**config.mk**
```make
export PLATFORM = sky130hd
export DESIGN_NAME = ipv4_port_activity_filter_core
export DESIGN_NICKNAME = d
export VERILOG_FILES = /design/src/hdl/ipaf_pkg.sv /design/src/hdl/ipv4_port_activity_filter_core.sv /design/src/hdl/ipaf_front.sv /design/src/hdl/ipaf_queue.sv /design/src/hdl/ipaf_back.sv
export SDC_FILE = /design/constraint.sdc
export NUM_CORES = 1
export LEC_CHECK = 0
export BUFFER_PORTS_ARGS = -buffer_cell sky130_fd_sc_hd__buf_2
export CORE_MARGIN = 8
export CORE_UTILIZATION = 35
export CTS_CLUSTER_SIZE = 16
export DETAILED_ROUTE_END_ITERATION = 10
export MAX_ROUTING_LAYER = met4
export PLACE_DENSITY_LB_ADDON = 0.15
export SYNTH_ARGS = -nofsm -noshare
export SYNTH_HDL_FRONTEND = slang
export SYNTH_HIERARCHICAL = 1
export SYNTH_SLANG_ARGS = --single-unit
```
**constraint.sdc**
```tcl
create_clock -name clock -period 7 [get_ports clock]
set_input_delay 1.05 -clock clock [delete_from_list [all_inputs] [get_ports clock]]
set_output_delay 1.05 -clock clock [all_outputs]
set_load 0.01 [all_outputs]
```
**src/hdl/ipaf_pkg.sv**
```systemverilog
// Package for the IPv4 port activity filter: frame summary type, verdict codes,
// header offsets and queue sizing. No dependencies.
`default_nettype none

package ipaf_pkg;

   localparam int PORT_SLOTS_DEFAULT = 7;
   localparam int MAX_FRAME_DEFAULT  = 1514;

   localparam int BYTE_IDX_W  = 11;
   localparam int CSR_INDEX_W = 3;
   localparam int CSR_DATA_W  = 16;
   localparam int PORT_W      = 16;
   localparam int ADDR_W      = 32;

   localparam logic [CSR_INDEX_W-1:0] CSR_PORT_ENABLE = 3'd7;

   localparam logic [BYTE_IDX_W-1:0] OFF_TYPE_HI = 11'd12;
   localparam logic [BYTE_IDX_W-1:0] OFF_TYPE_LO = 11'd13;
   localparam logic [BYTE_IDX_W-1:0] OFF_IP_HDR  = 11'd14;
   localparam logic [BYTE_IDX_W-1:0] OFF_PROTO   = 11'd23;
   localparam logic [BYTE_IDX_W-1:0] OFF_PROTO_DONE = 11'd24;
   localparam logic [BYTE_IDX_W-1:0] OFF_SRC_IP0 = 11'd26;
   localparam logic [BYTE_IDX_W-1:0] OFF_SRC_IP1 = 11'd27;
   localparam logic [BYTE_IDX_W-1:0] OFF_SRC_IP2 = 11'd28;
   localparam logic [BYTE_IDX_W-1:0] OFF_SRC_IP3 = 11'd29;

   localparam logic [7:0] ETHERTYPE_HI = 8'h08;
   localparam logic [7:0] ETHERTYPE_LO = 8'h00;
   localparam logic [7:0] PROTO_TCP    = 8'h06;
   localparam logic [7:0] PROTO_UDP    = 8'h11;

   localparam int QUEUE_DEPTH = 2;
   localparam int QUEUE_PTR_W = (QUEUE_DEPTH > 1) ? $clog2(QUEUE_DEPTH) : 1;
   localparam int QUEUE_CNT_W = $clog2(QUEUE_DEPTH + 1);

   typedef enum logic [2:0] {
      VERDICT_NOT_IPV4    = 3'd0,
      VERDICT_NOT_TCP_UDP = 3'd1,
      VERDICT_NO_MATCH    = 3'd2,
      VERDICT_IMPORTANT   = 3'd3,
      VERDICT_TRUNCATED   = 3'd4
   } verdict_type;

   typedef struct packed {
      verdict_type        verdict;
      logic [PORT_W-1:0]  src_port;
      logic [PORT_W-1:0]  dest_port;
      logic [ADDR_W-1:0]  src_addr;
   } frame_summary_type;

endpackage

`default_nettype wire

```
**src/hdl/ipv4_port_activity_filter_core.sv**
```systemverilog
// Top level of the IPv4 TCP/UDP port activity filter: parser, summary queue
// and matcher. Depends on ipaf_pkg, ipaf_front, ipaf_queue, ipaf_back.
//
//   channel  direction  handshake          payload
//   req      in         req_valid/stall    frame_byte, last_byte
//   rsp      out        rsp_valid/stall    verdict, src_port, dest_port, src_addr
//   csr      in         csr_write          csr_index, csr_wdata
//
// One frame byte per cycle while req_stall is low; one result per frame, sent
// via the queue and the result register. The parser register set bounds the rate.
// Synchronous active-high reset clears frame state, port table and queue.
// req_stall rises only when the two-entry summary queue is full, i.e. when
// rsp_stall has held results back for several frames.
`default_nettype none

module ipv4_port_activity_filter_core #(
   parameter int PORT_SLOTS = ipaf_pkg::PORT_SLOTS_DEFAULT,
   parameter int MAX_FRAME  = ipaf_pkg::MAX_FRAME_DEFAULT
) (
   input  wire logic                              clock,
   input  wire logic                              reset,
   input  wire logic                              req_valid,
   output logic                                   req_stall,
   input  wire logic [7:0]                        req_frame_byte,
   input  wire logic                              req_last_byte,
   output logic                                   rsp_valid,
   input  wire logic                              rsp_stall,
   output logic [2:0]                             rsp_verdict,
   output logic [ipaf_pkg::PORT_W-1:0]            rsp_src_port,
   output logic [ipaf_pkg::PORT_W-1:0]            rsp_dest_port,
   output logic [ipaf_pkg::ADDR_W-1:0]            rsp_src_addr,
   input  wire logic                              csr_write,
   input  wire logic [ipaf_pkg::CSR_INDEX_W-1:0]  csr_index,
   input  wire logic [ipaf_pkg::CSR_DATA_W-1:0]   csr_wdata
);

   logic                        queue_full;
   logic                        queue_not_empty;
   logic                        push;
   logic                        pop;
   ipaf_pkg::frame_summary_type push_entry;
   ipaf_pkg::frame_summary_type head;

   ipaf_front #(
      .MAX_FRAME (MAX_FRAME)
   ) u_front (
      .clock          (clock),
      .reset          (reset),
      .req_valid      (req_valid),
      .req_stall      (req_stall),
      .req_frame_byte (req_frame_byte),
      .req_last_byte  (req_last_byte),
      .queue_full     (queue_full),
      .push           (push),
      .push_entry     (push_entry)
   );

   ipaf_queue u_queue (
      .clock      (clock),
      .reset      (reset),
      .push       (push),
      .push_entry (push_entry),
      .pop        (pop),
      .full       (queue_full),
      .not_empty  (queue_not_empty),
      .head       (head)
   );

   ipaf_back #(
      .PORT_SLOTS (PORT_SLOTS)
   ) u_back (
      .clock         (clock),
      .reset         (reset),
      .csr_write     (csr_write),
      .csr_index     (csr_index),
      .csr_wdata     (csr_wdata),
      .not_empty     (queue_not_empty),
      .head          (head),
      .pop           (pop),
      .rsp_valid     (rsp_valid),
      .rsp_stall     (rsp_stall),
      .rsp_verdict   (rsp_verdict),
      .rsp_src_port  (rsp_src_port),
      .rsp_dest_port (rsp_dest_port),
      .rsp_src_addr  (rsp_src_addr)
   );

endmodule

`default_nettype wire

```
**src/hdl/ipaf_front.sv**
```systemverilog
// Frame parser: walks the frame byte by byte and, on the last byte, pushes a
// frame summary into the queue. Depends on ipaf_pkg.
`default_nettype none

module ipaf_front #(
   parameter int MAX_FRAME = ipaf_pkg::MAX_FRAME_DEFAULT
) (
   input  wire logic                      clock,
   input  wire logic                      reset,
   input  wire logic                      req_valid,
   output logic                           req_stall,
   input  wire logic [7:0]                req_frame_byte,
   input  wire logic                      req_last_byte,
   input  wire logic                      queue_full,
   output logic                           push,
   output ipaf_pkg::frame_summary_type    push_entry
);

   localparam logic [ipaf_pkg::BYTE_IDX_W-1:0] MaxIdx = ipaf_pkg::BYTE_IDX_W'(MAX_FRAME);

   logic [ipaf_pkg::BYTE_IDX_W-1:0] byte_index_ff, byte_index_in;
   logic [7:0]                      type_high_ff, type_high_in;
   logic                            is_ipv4_ff, is_ipv4_in;
   logic                            is_tcp_udp_ff, is_tcp_udp_in;
   logic [3:0]                      header_words_ff, header_words_in;
   logic [ipaf_pkg::ADDR_W-1:0]     src_addr_ff, src_addr_in;
   logic [ipaf_pkg::PORT_W-1:0]     src_port_ff, src_port_in;
   logic [ipaf_pkg::PORT_W-1:0]     dst_port_ff, dst_port_in;
   logic [2:0]                      ports_seen_ff, ports_seen_in;

   logic [ipaf_pkg::BYTE_IDX_W-1:0] base;
   logic [1:0]                      offset;
   logic                            accept;
   logic                            show;

   assign req_stall = queue_full;
   assign accept    = req_valid && !req_stall;
   assign push      = accept && req_last_byte;

   always_comb begin
      byte_index_in   = byte_index_ff;
      type_high_in    = type_high_ff;
      is_ipv4_in      = is_ipv4_ff;
      is_tcp_udp_in   = is_tcp_udp_ff;
      header_words_in = header_words_ff;
      src_addr_in     = src_addr_ff;
      src_port_in     = src_port_ff;
      dst_port_in     = dst_port_ff;
      ports_seen_in   = ports_seen_ff;
      base            = '0;
      offset          = '0;

      if (byte_index_ff < MaxIdx) begin
         if (byte_index_ff == ipaf_pkg::OFF_TYPE_HI) begin
            type_high_in = req_frame_byte;
         end
         if (byte_index_ff == ipaf_pkg::OFF_TYPE_LO) begin
            is_ipv4_in = (type_high_ff == ipaf_pkg::ETHERTYPE_HI) &&
                         (req_frame_byte == ipaf_pkg::ETHERTYPE_LO);
         end
         if (byte_index_ff == ipaf_pkg::OFF_IP_HDR) begin
            header_words_in = req_frame_byte[3:0];
         end
         if (byte_index_ff == ipaf_pkg::OFF_PROTO) begin
            is_tcp_udp_in = (req_frame_byte == ipaf_pkg::PROTO_TCP) ||
                            (req_frame_byte == ipaf_pkg::PROTO_UDP);
         end
         if (byte_index_ff == ipaf_pkg::OFF_SRC_IP0) src_addr_in[31:24] = req_frame_byte;
         if (byte_index_ff == ipaf_pkg::OFF_SRC_IP1) src_addr_in[23:16] = req_frame_byte;
         if (byte_index_ff == ipaf_pkg::OFF_SRC_IP2) src_addr_in[15:8]  = req_frame_byte;
         if (byte_index_ff == ipaf_pkg::OFF_SRC_IP3) src_addr_in[7:0]   = req_frame_byte;

         // transport ports sit 4 * IHL bytes past the IP header start
         base   = ipaf_pkg::OFF_IP_HDR + {5'b0, header_words_in, 2'b00};
         offset = byte_index_ff[1:0] - base[1:0];
         if ((byte_index_ff >= base) && (byte_index_ff < base + 11'd4)) begin
            unique case (offset)
               2'd0: src_port_in[15:8] = req_frame_byte;
               2'd1: src_port_in[7:0]  = req_frame_byte;
               2'd2: dst_port_in[15:8] = req_frame_byte;
               default: dst_port_in[7:0] = req_frame_byte;
            endcase
            ports_seen_in = ports_seen_ff + 3'd1;
         end
         byte_index_in = byte_index_ff + 11'd1;
      end
   end

   always_comb begin
      show = 1'b1;
      priority if (byte_index_in < ipaf_pkg::OFF_IP_HDR) begin
         push_entry.verdict = ipaf_pkg::VERDICT_TRUNCATED;
      end else if (!is_ipv4_in) begin
         push_entry.verdict = ipaf_pkg::VERDICT_NOT_IPV4;
         show = 1'b0;
      end else if (byte_index_in < ipaf_pkg::OFF_PROTO_DONE) begin
         push_entry.verdict = ipaf_pkg::VERDICT_TRUNCATED;
      end else if (!is_tcp_udp_in) begin
         push_entry.verdict = ipaf_pkg::VERDICT_NOT_TCP_UDP;
         show = 1'b0;
      end else if (ports_seen_in < 3'd4) begin
         push_entry.verdict = ipaf_pkg::VERDICT_TRUNCATED;
      end else begin
         // resolved against the port table in the back end
         push_entry.verdict = ipaf_pkg::VERDICT_NO_MATCH;
      end
      push_entry.src_port  = show ? src_port_in : '0;
      push_entry.dest_port = show ? dst_port_in : '0;
      push_entry.src_addr  = show ? src_addr_in : '0;
   end

   always_ff @(posedge clock) begin
      if (reset || push) begin
         byte_index_ff   <= '0;
         type_high_ff    <= '0;
         is_ipv4_ff      <= 1'b0;
         is_tcp_udp_ff   <= 1'b0;
         header_words_ff <= '0;
         src_addr_ff     <= '0;
         src_port_ff     <= '0;
         dst_port_ff     <= '0;
         ports_seen_ff   <= '0;
      end else if (accept) begin
         byte_index_ff   <= byte_index_in;
         type_high_ff    <= type_high_in;
         is_ipv4_ff      <= is_ipv4_in;
         is_tcp_udp_ff   <= is_tcp_udp_in;
         header_words_ff <= header_words_in;
         src_addr_ff     <= src_addr_in;
         src_port_ff     <= src_port_in;
         dst_port_ff     <= dst_port_in;
         ports_seen_ff   <= ports_seen_in;
      end
   end

endmodule

`default_nettype wire

```
**src/hdl/ipaf_queue.sv**
```systemverilog
// Short queue of frame summaries between parser and matcher.
// Depends on ipaf_pkg.
`default_nettype none

module ipaf_queue (
   input  wire logic                      clock,
   input  wire logic                      reset,
   input  wire logic                      push,
   input  wire ipaf_pkg::frame_summary_type push_entry,
   input  wire logic                      pop,
   output logic                           full,
   output logic                           not_empty,
   output ipaf_pkg::frame_summary_type    head
);

   localparam int Depth = ipaf_pkg::QUEUE_DEPTH;
   localparam int PtrW  = ipaf_pkg::QUEUE_PTR_W;
   localparam int CntW  = ipaf_pkg::QUEUE_CNT_W;

   ipaf_pkg::frame_summary_type entries_ff [Depth];
   logic [PtrW-1:0] wr_ptr_ff, rd_ptr_ff;
   logic [CntW-1:0] count_ff;

   assign full      = (count_ff == CntW'(Depth));
   assign not_empty = (count_ff != '0);
   assign head      = entries_ff[rd_ptr_ff];

   always_ff @(posedge clock) begin
      if (push) begin
         entries_ff[wr_ptr_ff] <= push_entry;
      end
   end

   always_ff @(posedge clock) begin
      if (reset) begin
         wr_ptr_ff <= '0;
         rd_ptr_ff <= '0;
         count_ff  <= '0;
      end else begin
         if (push) begin
            wr_ptr_ff <= (wr_ptr_ff == PtrW'(Depth - 1)) ? '0 : wr_ptr_ff + PtrW'(1);
         end
         if (pop) begin
            rd_ptr_ff <= (rd_ptr_ff == PtrW'(Depth - 1)) ? '0 : rd_ptr_ff + PtrW'(1);
         end
         if (push && !pop) begin
            count_ff <= count_ff + CntW'(1);
         end else if (pop && !push) begin
            count_ff <= count_ff - CntW'(1);
         end
      end
   end

endmodule

`default_nettype wire

```
**src/hdl/ipaf_back.sv**
```systemverilog
// Matcher: holds the port table, resolves the verdict of each queued summary
// and drives the registered result channel. Depends on ipaf_pkg.
`default_nettype none

module ipaf_back #(
   parameter int PORT_SLOTS = ipaf_pkg::PORT_SLOTS_DEFAULT
) (
   input  wire logic                                clock,
   input  wire logic                                reset,
   input  wire logic                                csr_write,
   input  wire logic [ipaf_pkg::CSR_INDEX_W-1:0]    csr_index,
   input  wire logic [ipaf_pkg::CSR_DATA_W-1:0]     csr_wdata,
   input  wire logic                                not_empty,
   input  wire ipaf_pkg::frame_summary_type         head,
   output logic                                     pop,
   output logic                                     rsp_valid,
   input  wire logic                                rsp_stall,
   output logic [2:0]                               rsp_verdict,
   output logic [ipaf_pkg::PORT_W-1:0]              rsp_src_port,
   output logic [ipaf_pkg::PORT_W-1:0]              rsp_dest_port,
   output logic [ipaf_pkg::ADDR_W-1:0]              rsp_src_addr
);

   logic [ipaf_pkg::PORT_W-1:0] port_ff [PORT_SLOTS];
   logic [PORT_SLOTS-1:0]       enable_ff;
   logic [PORT_SLOTS-1:0]       slot_hit;
   logic                        rsp_valid_ff;
   ipaf_pkg::frame_summary_type rsp_ff, rsp_in;

   genvar g;
   generate
      for (g = 0; g < PORT_SLOTS; g++) begin : g_slot
         always_ff @(posedge clock) begin
            if (reset) begin
               port_ff[g] <= '0;
            end else if (csr_write && (csr_index == ipaf_pkg::CSR_INDEX_W'(g))) begin
               port_ff[g] <= csr_wdata;
            end
         end
         assign slot_hit[g] = enable_ff[g] &&
                              ((port_ff[g] == head.src_port) ||
                               (port_ff[g] == head.dest_port));
      end
   endgenerate

   always_ff @(posedge clock) begin
      if (reset) begin
         enable_ff <= '0;
      end else if (csr_write && (csr_index == ipaf_pkg::CSR_PORT_ENABLE)) begin
         enable_ff <= csr_wdata[PORT_SLOTS-1:0];
      end
   end

   assign pop = not_empty && (!rsp_valid_ff || !rsp_stall);

   always_comb begin
      rsp_in = head;
      if ((head.verdict == ipaf_pkg::VERDICT_NO_MATCH) && (|slot_hit)) begin
         rsp_in.verdict = ipaf_pkg::VERDICT_IMPORTANT;
      end
   end

   always_ff @(posedge clock) begin
      if (reset) begin
         rsp_valid_ff <= 1'b0;
      end else if (pop) begin
         rsp_valid_ff <= 1'b1;
      end else if (!rsp_stall) begin
         rsp_valid_ff <= 1'b0;
      end
   end

   always_ff @(posedge clock) begin
      if (pop) begin
         rsp_ff <= rsp_in;
      end
   end

   assign rsp_valid     = rsp_valid_ff;
   assign rsp_verdict   = rsp_ff.verdict;
   assign rsp_src_port  = rsp_ff.src_port;
   assign rsp_dest_port = rsp_ff.dest_port;
   assign rsp_src_addr  = rsp_ff.src_addr;

endmodule

`default_nettype wire

```
==> results.yml, run 1 <==
routing:
  drt_wl_total_um: 56050
  ant_nets: 0
  drtIter0Drc: 869
  drcViolationCount: 0
  drt-vias-per-instance: 5.181
  wire_per_inst_um: 22.39
  routed-via-count: 12970
  drt_pass1_iterations: 5
die:
  die_area_um2: 66650
  num_rows: 88
  pin_count: 102
  die_w_um: 258.2
  die_h_um: 258.2
  coreArea_um2: 57810
  initial_core_util_pct: 35.51
power_and_ir_drop:
  ir_drop_mv: 0.1864
  p_total_mw: 7.380
  power.density_nw_per_um2: 319.2
  p_leak_nw: 8.351
yosys:
  syn_nets: 1701
  synth.distinct_cells: 66
  synth_top_area_cell: "edfxtp_1"
  synth-seq-cells: 418
  syn_inst: 1650
  dominantRegCellSynth: "edfxtp_1"
  syn_area_um2: 20520
  synth.most_common_cell: "edfxtp_1"
  synth_top_area_share_pct: 45.79
  ys_top_cells_by_count: "edfxtp_1, xnor2_1, and2_1"
  synth_enable_flop_cells: 313
  ys_warn_count: 6
  synth_area_leaders: "edfxtp_1, dfxtp_1, xnor2_1, mux2i_1, and2_1"
  avgSynthCellArea_um2: 12.44
  async_reset_ff_share_pct: 0
  yosysSeqAreaShare_pct: 56.04
worst_hold_path:
  whs_path_depth: 2
  min_to: "u_front/ports_seen_ff[1]$_SDFFE_PP0P_"
  hold_class: "reg -> reg"
  worstHoldStart: "u_front/ports_seen_ff[1]$_SDFFE_PP0P_"
run:
  maxCapViolations: 0
clocking:
  numCtsBuffers: 49
  clockBufferDepth: 3
  cts_tree: "built"
  cts-root-buf: "clkbuf_16"
  clkLatencyLatePin_ns: 0.59
  cts_resized: 0
  cts_hold_buffers: 0
  htreeDepth: 2
  cts.sinks: 418
  postCtsSetupBuffers: 0
  path_clk_slew_ns: 0.06
global_routing:
  antenna_found_initial: 2
  grt_use_total_pct: 16.88
  grt_max_degree: 60
  overflow: 0
  grt_pass1_vias: 13300
  grt_pass1_wl_um: 83740
critical_path:
  r2r-end: "u_queue/entries_ff[0][45]$_DFFE_PP_"
  cp_num_buf_inv: 1
  cp.arrival_ns: 5.30
  crit_type: "reg -> reg"
  critPathMaxFanout: 30
  path_cells: "and3b_1 > nand4_4 > mux2i_1 > ha_1 > o21ai_1 > xor2_1 > ha_1 > a21o_1 > a21o_1 > a211oi_1 > and3_2 > buf_4 > a21boi_0 > a31oi_1 > a21oi_1"
  worstSetupEndpointType: "register"
  rr_worst_depth: 15
  rr_startpoint: "u_front/byte_index_ff[3]$_SDFFE_PP0P_"
  cpPeakStageDelay_ns: 0.71
  start_kind: "register"
  crit_path_top_delay_cell: "dfxtp_1"
  r2r_setup_slack_ns: 1.98
  cp.required_ns: 7.28
  cp_top_family: "compound AO/OA/AOI/OAI gates"
sta:
  min_period_ns: 5.015
  clock_skew_ns: 0.02019
  timing.fmax_ghz: 0.1994
  tns_ns: 0
  maxSlewHeadroom_pct: 21.79
  finalSetupViolCount: 0
  rsz0062_at_grt: "no"
  hold_viol_final: 0
  min_period_over_period_pct: 71.64
  whs_ns: 0.4602
  timing.final.max_slew_violations: 0
  tightestPinTransition_ns: 1.169
final_layout:
  fin_nets: 1747
  syn_to_final_growth_pct: 12.64
  final_layout_size_suffix_gt1_share_pct: 17.63
  design_area_um2: 23120
  nFillCells: 5474
  multi_input_area_um2: 8315
  seqCellArea_um2: 11500
place:
  gp_congestion: 0.8353
  placed_cell_area_um2: 21520
  io_buffers: 101
  dp.final_hpwl_um: 37110
outcome:
  status: "finished, final reports clean"
## cells by family after synthesis
| logic type | share of synthesized area [%] |
|---|---|
| simple gates | 11.77 |
| flops | 56.04 |
| xor+xnor | 10.16 |
| compound gates | 7.133 |
| mux | 10.08 |
| buf+inv | 3.713 |
| fa+ha+maj | 1.097 |
| other cells | 0.01827 |
## metrics by stage
| stage | worst slack (ns) | util (%) | instances |
|---|---|---|---|
| global route | 1.672 | 39.99 | 2503 |
| detailed placement | 1.702 | 37.23 | 2410 |
| CTS | 2.032 | 39.98 | 2501 |
| finish | 1.985 | 39.99 | 2503 |
| global placement | 1.783 | 37.23 | 2410 |
| floorplan | 1.529 | - | 1650 |
## where the power goes
| part | leakage (nW) | switching, mW | internal, mW |
|---|---|---|---|
| sequential | 3.84 | 0.114 | 3.01 |
| clock | 0.784 | 1.02 | 1.50 |
| combinational | 3.73 | 1.07 | 0.659 |
## cells in the final DEF, fill, tap and decap left out, types with 9 or more instances in the layout
master,n
edfxtp_1,313
xnor2_1,230
and2_1,116
mux2i_1,114
nor2_1,108
dfxtp_1,104
buf_2,101
nand2_1,75
nand4_1,68
clkbuf_16,51
a21oi_1,45
mux2_2,37
a31oi_1,34
o2111ai_1,32
a21boi_0,32
mux2_4,31
buf_4,24
nor4_1,20
ha_1,18
clkinv_2,13
inv_1,13
o21ai_1,10
nand2b_1,9
a211oi_1,9
## worst min-delay path, delay by kind of cell, from the launching register on
family           cells  cell delay, ns
flip-flops           1            0.31
AND/OR/NAND/NOR      1            0.05
multiplexers         1            0.05
## state kept, by name, indices dropped and copies added (netlist names), 8 cells and up, named ones only
register / flops
u_back/port_ff: 112
u_front/src_port_ff: 16
u_queue/entries_ff: 134
u_back/rsp_src_port: 16
u_front/type_high_ff: 8
u_back/rsp_dest_port: 16
u_front/byte_index_ff: 11
u_front/dst_port_ff: 16
u_back/rsp_src_addr: 32
u_front/src_addr_ff: 32
## how the worst max path moves through the flow
stage / from / to / slack, ns / depth (start not counted)
finish: u_front/byte_index_ff[3]$_SDFFE_PP0P_ / u_queue/entries_ff[0][45]$_DFFE_PP_ / 1.98 / 15
floorplan: rsp_stall / u_queue/count_ff[1]$_SDFFE_PP0P_ / 1.53 / 5
detailed placement: req_frame_byte[1] / u_queue/entries_ff[1][45]$_DFFE_PP_ / 1.70 / 16
global route: u_front/byte_index_ff[3]$_SDFFE_PP0P_ / u_queue/entries_ff[0][41]$_DFFE_PP_ / 1.67 / 15
global placement: req_frame_byte[1] / u_queue/entries_ff[0][45]$_DFFE_PP_ / 1.78 / 16
CTS: u_front/byte_index_ff[3]$_SDFFE_PP0P_ / u_queue/entries_ff[0][45]$_DFFE_PP_ / 2.03 / 15
## per-layer routing
layer,track usage [%],wire length (µm),vias to the layer above,share of wire (%)
li1,-,-,6063,-
met1,22.04,25840,6484,46
met2,26.53,25920,324,46
met3,3.238,2793,96,5.0
met4,5.062,1495,0,2.7
met5,-,0,-,0
## area by class of cell
class                           instances  share of cell area, %
Clock inverter                         29                  1.066
Timing Repair Buffer                  125                  2.966
Sequential cell                       418                  49.76
Clock buffer                           62                  5.829
Multi-Input combinational cell       1087                  35.97
Antenna cell                            2                0.02165
Tap cell                              765                  4.140
Inverter                               15                 0.2435
Power figures use the tool's default switching activity.
==> inputs of run 2 (changes only) <==
==> constraint.sdc (replaced) <==
create_clock -name clock -period 5 [get_ports clock]
set_input_delay 0.75 -clock clock [delete_from_list [all_inputs] [get_ports clock]]
set_output_delay 0.75 -clock clock [all_outputs]
set_load 0.01 [all_outputs]
==> run 2 against run 1 <==
Cell count about the same; combinational power grew 36%; non-clock buffer count is 5 higher; clock skew up 0.010 ns; worst setup slack worse by 1.3 ns; cell area up 0.47%; largest power group unchanged; clock power grew 43%; critical endpoint is now u_front/src_port_ff[12]$_SDFFE_PP0P_; wire length is 1.3% lower; critical path depth increased by 2; sequential power increased by 42%; via count shrank 1.6%; power is 41% higher.
==> results.yml, run 2 (same netlist as run 1, synthesis figures left out) <==
outcome:
  status: "finished, final reports clean"
global_routing:
  grt_max_degree: 69
  grt_use_total_pct: 16.74
  grt_pass1_vias: 12940
  overflow: 0
  antenna_found_initial: 0
  grt_pass1_wl_um: 82920
critical_path:
  cp.arrival_ns: 4.85
  rr_worst_depth: 17
  r2r_setup_slack_ns: 0.65
  start_kind: "register"
  worstSetupEndpointType: "register"
  rr_startpoint: "u_front/byte_index_ff[4]$_SDFFE_PP0P_"
  critPathMaxFanout: 68
  r2r-end: "u_front/src_port_ff[12]$_SDFFE_PP0P_"
  cp.required_ns: 5.50
  crit_type: "reg -> reg"
die:
  coreArea_um2: 57810
  die_w_um: 258.2
  pin_count: 102
  initial_core_util_pct: 35.51
  num_rows: 88
  die_area_um2: 66650
  die_h_um: 258.2
clocking:
  postCtsSetupBuffers: 0
  cts_tree: "built"
  cts_hold_buffers: 0
  clockBufferDepth: 3
  cts-root-buf: "clkbuf_16"
  path_clk_slew_ns: 0.06
  htreeDepth: 2
  cts_resized: 0
  numCtsBuffers: 48
  cts.sinks: 418
  clkLatencyLatePin_ns: 0.60
sta:
  min_period_ns: 4.351
  timing.final.max_slew_violations: 0
  rsz0062_at_grt: "no"
  min_period_over_period_pct: 87.03
  whs_ns: 0.4636
  clock_skew_ns: 0.03053
  maxSlewHeadroom_pct: 19.25
  hold_viol_final: 0
  tns_ns: 0
  timing.fmax_ghz: 0.2298
  tightestPinTransition_ns: 1.211
  finalSetupViolCount: 0
place:
  dp.cells: 2415
  placed_cell_area_um2: 21610
  dp.final_hpwl_um: 37160
  io_buffers: 101
  gp_congestion: 0.9144
final_layout:
  antenna_cells: 0
  largest_reg_flops: 134
  syn_to_final_growth_pct: 13.17
  design_area_um2: 23230
  fin_nets: 1751
  layout_commonest_cell: "edfxtp_1"
  final_layout_size_suffix_gt1_share_pct: 17.70
  finalNonFillerCells: 2505
  final_cell_mix: "edfxtp_1, xnor2_1, and2_1"
  utilization_pct: 40.18
  largestRegisters: "u_queue/entries_ff (134), u_back/port_ff (112)"
  top_register: "u_queue/entries_ff"
routing:
  drtIter0Drc: 902
  drt_pass1_iterations: 5
  drt-vias-per-instance: 5.096
  routed-via-count: 12770
  drcViolationCount: 0
  wire_per_inst_um: 22.07
  drt_wl_total_um: 55300
  ant_nets: 0
worst_hold_path:
  hold_class: "in -> reg"
  whs_path_depth: 3
  worstHoldStart: "rsp_stall"
  min_to: "u_back/rsp_valid$_SDFFE_PP0P_"
power_and_ir_drop:
  ir_drop_mv: 0.2421
  p_leak_nw: 8.405
  power.density_nw_per_um2: 448.1
run:
  maxCapViolations: 0
run 2: cell types whose count changed in the layout (fill, tap and decap cells not counted), sizes merged:
cell,change
clkinvlp,-2
bufinv,+2
inv,+2
diode,-2
buf,+5
clkinv,-7
clkbuf,+4
run 2: power by group:
group | total (mW) | switching [mW] | internal (mW)
Sequential | 4.44 | 0.222 | 4.21
Clock | 3.61 | 1.43 | 2.19
Combinational | 2.36 | 1.43 | 0.928
Total | 10.4 | 3.08 | 7.33
run 2: final cells by class:
cell class	count	area (µm²)
fillers	5522	34580
flip-flops and latches	418	11500
multi-input cells	1087	8314
clock buffers	66	1340
well taps	765	957.2
repair buffers	130	773.2
clock inverters	24	281.5
inverters	15	56.30
run 2: stage by stage:
step	worst slack [ns]	total power, mW
finish	0.6486	10.41
global route	0.3114	10.87
CTS	0.6727	10.59
detailed placement	0.6093	6.931
global placement	0.6210	6.923
floorplan	0.02262	6.140
run 2: how the worst max path moves through the flow:
| stage | startpoint | to | slack (ns) | depth (start not counted) |
|---|---|---|---|---|
| after floorplan | req_valid | u_queue/entries_ff[0][0]$_DFFE_PP_ | 0.02 | 4 |
| after global placement | req_frame_byte[1] | u_front/src_port_ff[15]$_SDFFE_PP0P_ | 0.62 | 16 |
| after detailed placement | req_frame_byte[1] | u_front/src_port_ff[12]$_SDFFE_PP0P_ | 0.61 | 16 |
| after CTS | u_front/byte_index_ff[4]$_SDFFE_PP0P_ | u_front/src_port_ff[12]$_SDFFE_PP0P_ | 0.67 | 17 |
| after global routing | u_front/byte_index_ff[1]$_SDFFE_PP0P_ | u_front/src_port_ff[11]$_SDFFE_PP0P_ | 0.31 | 17 |
| final | u_front/byte_index_ff[4]$_SDFFE_PP0P_ | u_front/src_port_ff[12]$_SDFFE_PP0P_ | 0.65 | 17 |
run 2: critical path, stage by stage, from the launching register on:
cell,delay [ns]
dfxtp_1,0.61
and3b_1,0.28
nand4_4,0.19
mux2i_1,0.27
buf_4,0.17
inv_2,0.04
o21a_1,0.17
o21ai_1,0.17
xor2_1,0.18
ha_1,0.27
a21o_1,0.16
a21o_1,0.17
a211oi_1,0.28
and3_2,0.27
buf_12,0.27
nand3_1,0.17
a21oi_4,0.33
mux2i_1,0.25
run 2: routing by layer:
layer | vias up | track usage, % | part of all wire (%)
met2 | 294 | 26.64 | 47
met1 | 6336 | 22.00 | 46
met4 | 0 | 4.593 | 2.3
met5 | - | - | 0
li1 | 6066 | - | -
met3 | 70 | 2.838 | 4.7
==> inputs of run 3 (changes only) <==
--- a/config.mk
+++ b/config.mk
@@ -11,7 +11,7 @@
 export CTS_CLUSTER_SIZE = 16
 export DETAILED_ROUTE_END_ITERATION = 10
 export MAX_ROUTING_LAYER = met4
-export PLACE_DENSITY_LB_ADDON = 0.15
+export PLACE_DENSITY = 0.5
 export SYNTH_ARGS = -nofsm -noshare
 export SYNTH_HDL_FRONTEND = slang
 export SYNTH_HIERARCHICAL = 1
==> run 3 against run 2 <==
Cell count hardly changed; non-clock buffer count up 1; sequential share of layout area increased by 0.11 points; sequential power about the same; cell area is 0.22% lower; global-route usage grew 0.40 points; clock-buffer cell count fell by 3.
==> results.yml, run 3 (same netlist as run 1, synthesis figures left out) <==
global_routing:
  grt_pass1_wl_um: 83880
  antenna_found_initial: 2
  grt_use_total_pct: 17.14
  grt_max_degree: 69
  overflow: 0
  grt_pass1_vias: 13030
clocking:
  postCtsSetupBuffers: 0
  path_clk_slew_ns: 0.06
  cts-root-buf: "clkbuf_16"
  numCtsBuffers: 48
  cts_tree: "built"
  cts_hold_buffers: 0
  clkLatencyLatePin_ns: 0.59
  cts_resized: 0
  cts.sinks: 418
  clockBufferDepth: 3
  htreeDepth: 2
final_layout:
  multi_input_area_um2: 8314
  fin_nets: 1752
  layout_commonest_cell: "edfxtp_1"
  nFillCells: 5463
  seqCellArea_um2: 11500
  largestRegisters: "u_queue/entries_ff (134), u_back/port_ff (112)"
  utilization_pct: 40.10
  final_cell_mix: "edfxtp_1, xnor2_1, and2_1"
  largest_reg_flops: 134
  syn_to_final_growth_pct: 12.92
  top_register: "u_queue/entries_ff"
  final_layout_size_suffix_gt1_share_pct: 17.59
place:
  gp_congestion: 0.8612
  dp.final_hpwl_um: 37300
  io_buffers: 101
power_and_ir_drop:
  internal_power_mw: 7.265
  p_leak_nw: 8.384
  p_sw_mw: 3.107
  power.density_nw_per_um2: 447.5
  p_clk_share_pct: 34.2
  seqPwrFrac_pct: 43.1
  ir_drop_mv: 0.2467
  p_comb_share_pct: 22.7
  switching_share_pct: 29.95
routing:
  drt-vias-per-instance: 5.152
  wire_per_inst_um: 22.82
  ant_nets: 0
  top_layer: "met4"
  wl_met2_um: 27150
  drcViolationCount: 0
  wl_met1_um: 25870
  drt_wl_total_um: 57210
  drtIter0Drc: 752
  drt_pass1_iterations: 5
  routed-via-count: 12920
  dr_wl_met3_um: 2746
critical_path:
  cp_top_family: "compound AO/OA/AOI/OAI gates"
  cpPeakStageDelay_ns: 0.49
  crit_path_top_delay_cell: "dfxtp_1"
  worstSetupEndpointType: "register"
  cp.required_ns: 5.49
  crit_type: "reg -> reg"
  path_cells: "ha_1 > nand4_4 > mux2i_1 > buf_4 > inv_2 > o21a_1 > o21ai_1 > xor2_1 > ha_1 > a21o_1 > a21o_1 > a211oi_1 > and3_2 > buf_12 > nand3_1 > a21oi_4 > mux2i_1"
  cp_num_buf_inv: 3
  start_kind: "register"
  cp.arrival_ns: 4.68
  critPathMaxFanout: 68
worst_hold_path:
  hold_class: "reg -> reg"
die:
  coreArea_um2: 57810
  initial_core_util_pct: 35.51
  pin_count: 102
  die_h_um: 258.2
  num_rows: 88
  die_w_um: 258.2
  die_area_um2: 66650
sta:
  min_period_over_period_pct: 83.87
  hold_viol_final: 0
  maxSlewHeadroom_pct: 18.72
  timing.final.max_slew_violations: 0
  timing.fmax_ghz: 0.2385
  tns_ns: 0
  tightestPinTransition_ns: 1.218
  finalSetupViolCount: 0
  clock_skew_ns: 0.02593
  rsz0062_at_grt: "no"
  min_period_ns: 4.193
  whs_ns: 0.4601
outcome:
  status: "finished, final reports clean"
run:
  maxCapViolations: 0
-- run 3: changes by cell type in the layout (fill, tap and decap cells not counted), sizes merged --
cell    previous run  this run
clkinv            14        17
inv               18        17
diode              0         2
clkbuf            66        63
buf              130       131
-- run 3: per-layer routing --
| metal | GRT usage, % | up-vias |
|---|---|---|
| li1 | - | 6067 |
| met1 | 22.20 | 6454 |
| met2 | 27.29 | 313 |
| met3 | 2.838 | 83 |
| met4 | 5.546 | 0 |
| met5 | - | - |
-- run 3: worst reg2reg max path, cell delays in order (launching register included) --
cell and delay (ns):
dfxtp_1 0.49, ha_1 0.32, nand4_4 0.21, mux2i_1 0.26, buf_4 0.17, inv_2 0.04, o21a_1 0.17, o21ai_1 0.14
xor2_1 0.18, ha_1 0.26, a21o_1 0.16, a21o_1 0.17, a211oi_1 0.25, and3_2 0.26, buf_12 0.26, nand3_1 0.21
a21oi_4 0.34, mux2i_1 0.23
-- run 3: area by class of cell --
class                   instances  share of cell area (%)
well taps                     765                   4.130
diodes                          2                 0.02159
repair buffers                131                   3.315
clock buffers                  63                   5.560
flip-flops and latches        418                   49.64
inverters                      15                  0.2429
clock inverters                26                   1.220
multi-input cells            1087                   35.87
-- run 3: through the flow --
| step | instances | setup slack (ns) | power [mW] | area (µm²) |
|---|---|---|---|---|
| after floorplan | 1650 | 0.02262 | 6.140 | 20530 |
| after global placement | 2416 | 0.6214 | 6.930 | 21600 |
| after detailed placement | 2416 | 0.6317 | 6.949 | 21600 |
| after CTS | 2505 | 0.7994 | 10.53 | 23170 |
| after global routing | 2505 | 0.4439 | 10.80 | 23170 |
| final | 2507 | 0.8065 | 10.37 | 23180 |
-- run 3: path summary, 6_finish.rpt --
| check | slack (ns) | startpoint | depth (start not counted) | endpoint |
|---|---|---|---|---|
| min reg2reg | 0.46 | u_back/enable_ff[0]$_SDFFE_PP0P_ | 2 | u_back/enable_ff[0]$_SDFFE_PP0P_ |
| min | 0.46 | u_back/enable_ff[0]$_SDFFE_PP0P_ | 2 | u_back/enable_ff[0]$_SDFFE_PP0P_ |
| max | 0.81 | u_front/byte_index_ff[1]$_SDFFE_PP0P_ | 17 | u_front/src_port_ff[15]$_SDFFE_PP0P_ |
| max reg2reg | 0.81 | u_front/byte_index_ff[1]$_SDFFE_PP0P_ | 17 | u_front/src_port_ff[15]$_SDFFE_PP0P_ |
-- run 3: power groups by stage --
stage,clock (mW),sequential (mW),combinational [mW]
after detailed placement,0,4.55,2.40
after floorplan,0,4.54,1.60
after global placement,0,4.55,2.38
final,3.55,4.47,2.36
after global routing,3.76,4.51,2.52
after CTS,3.64,4.48,2.41
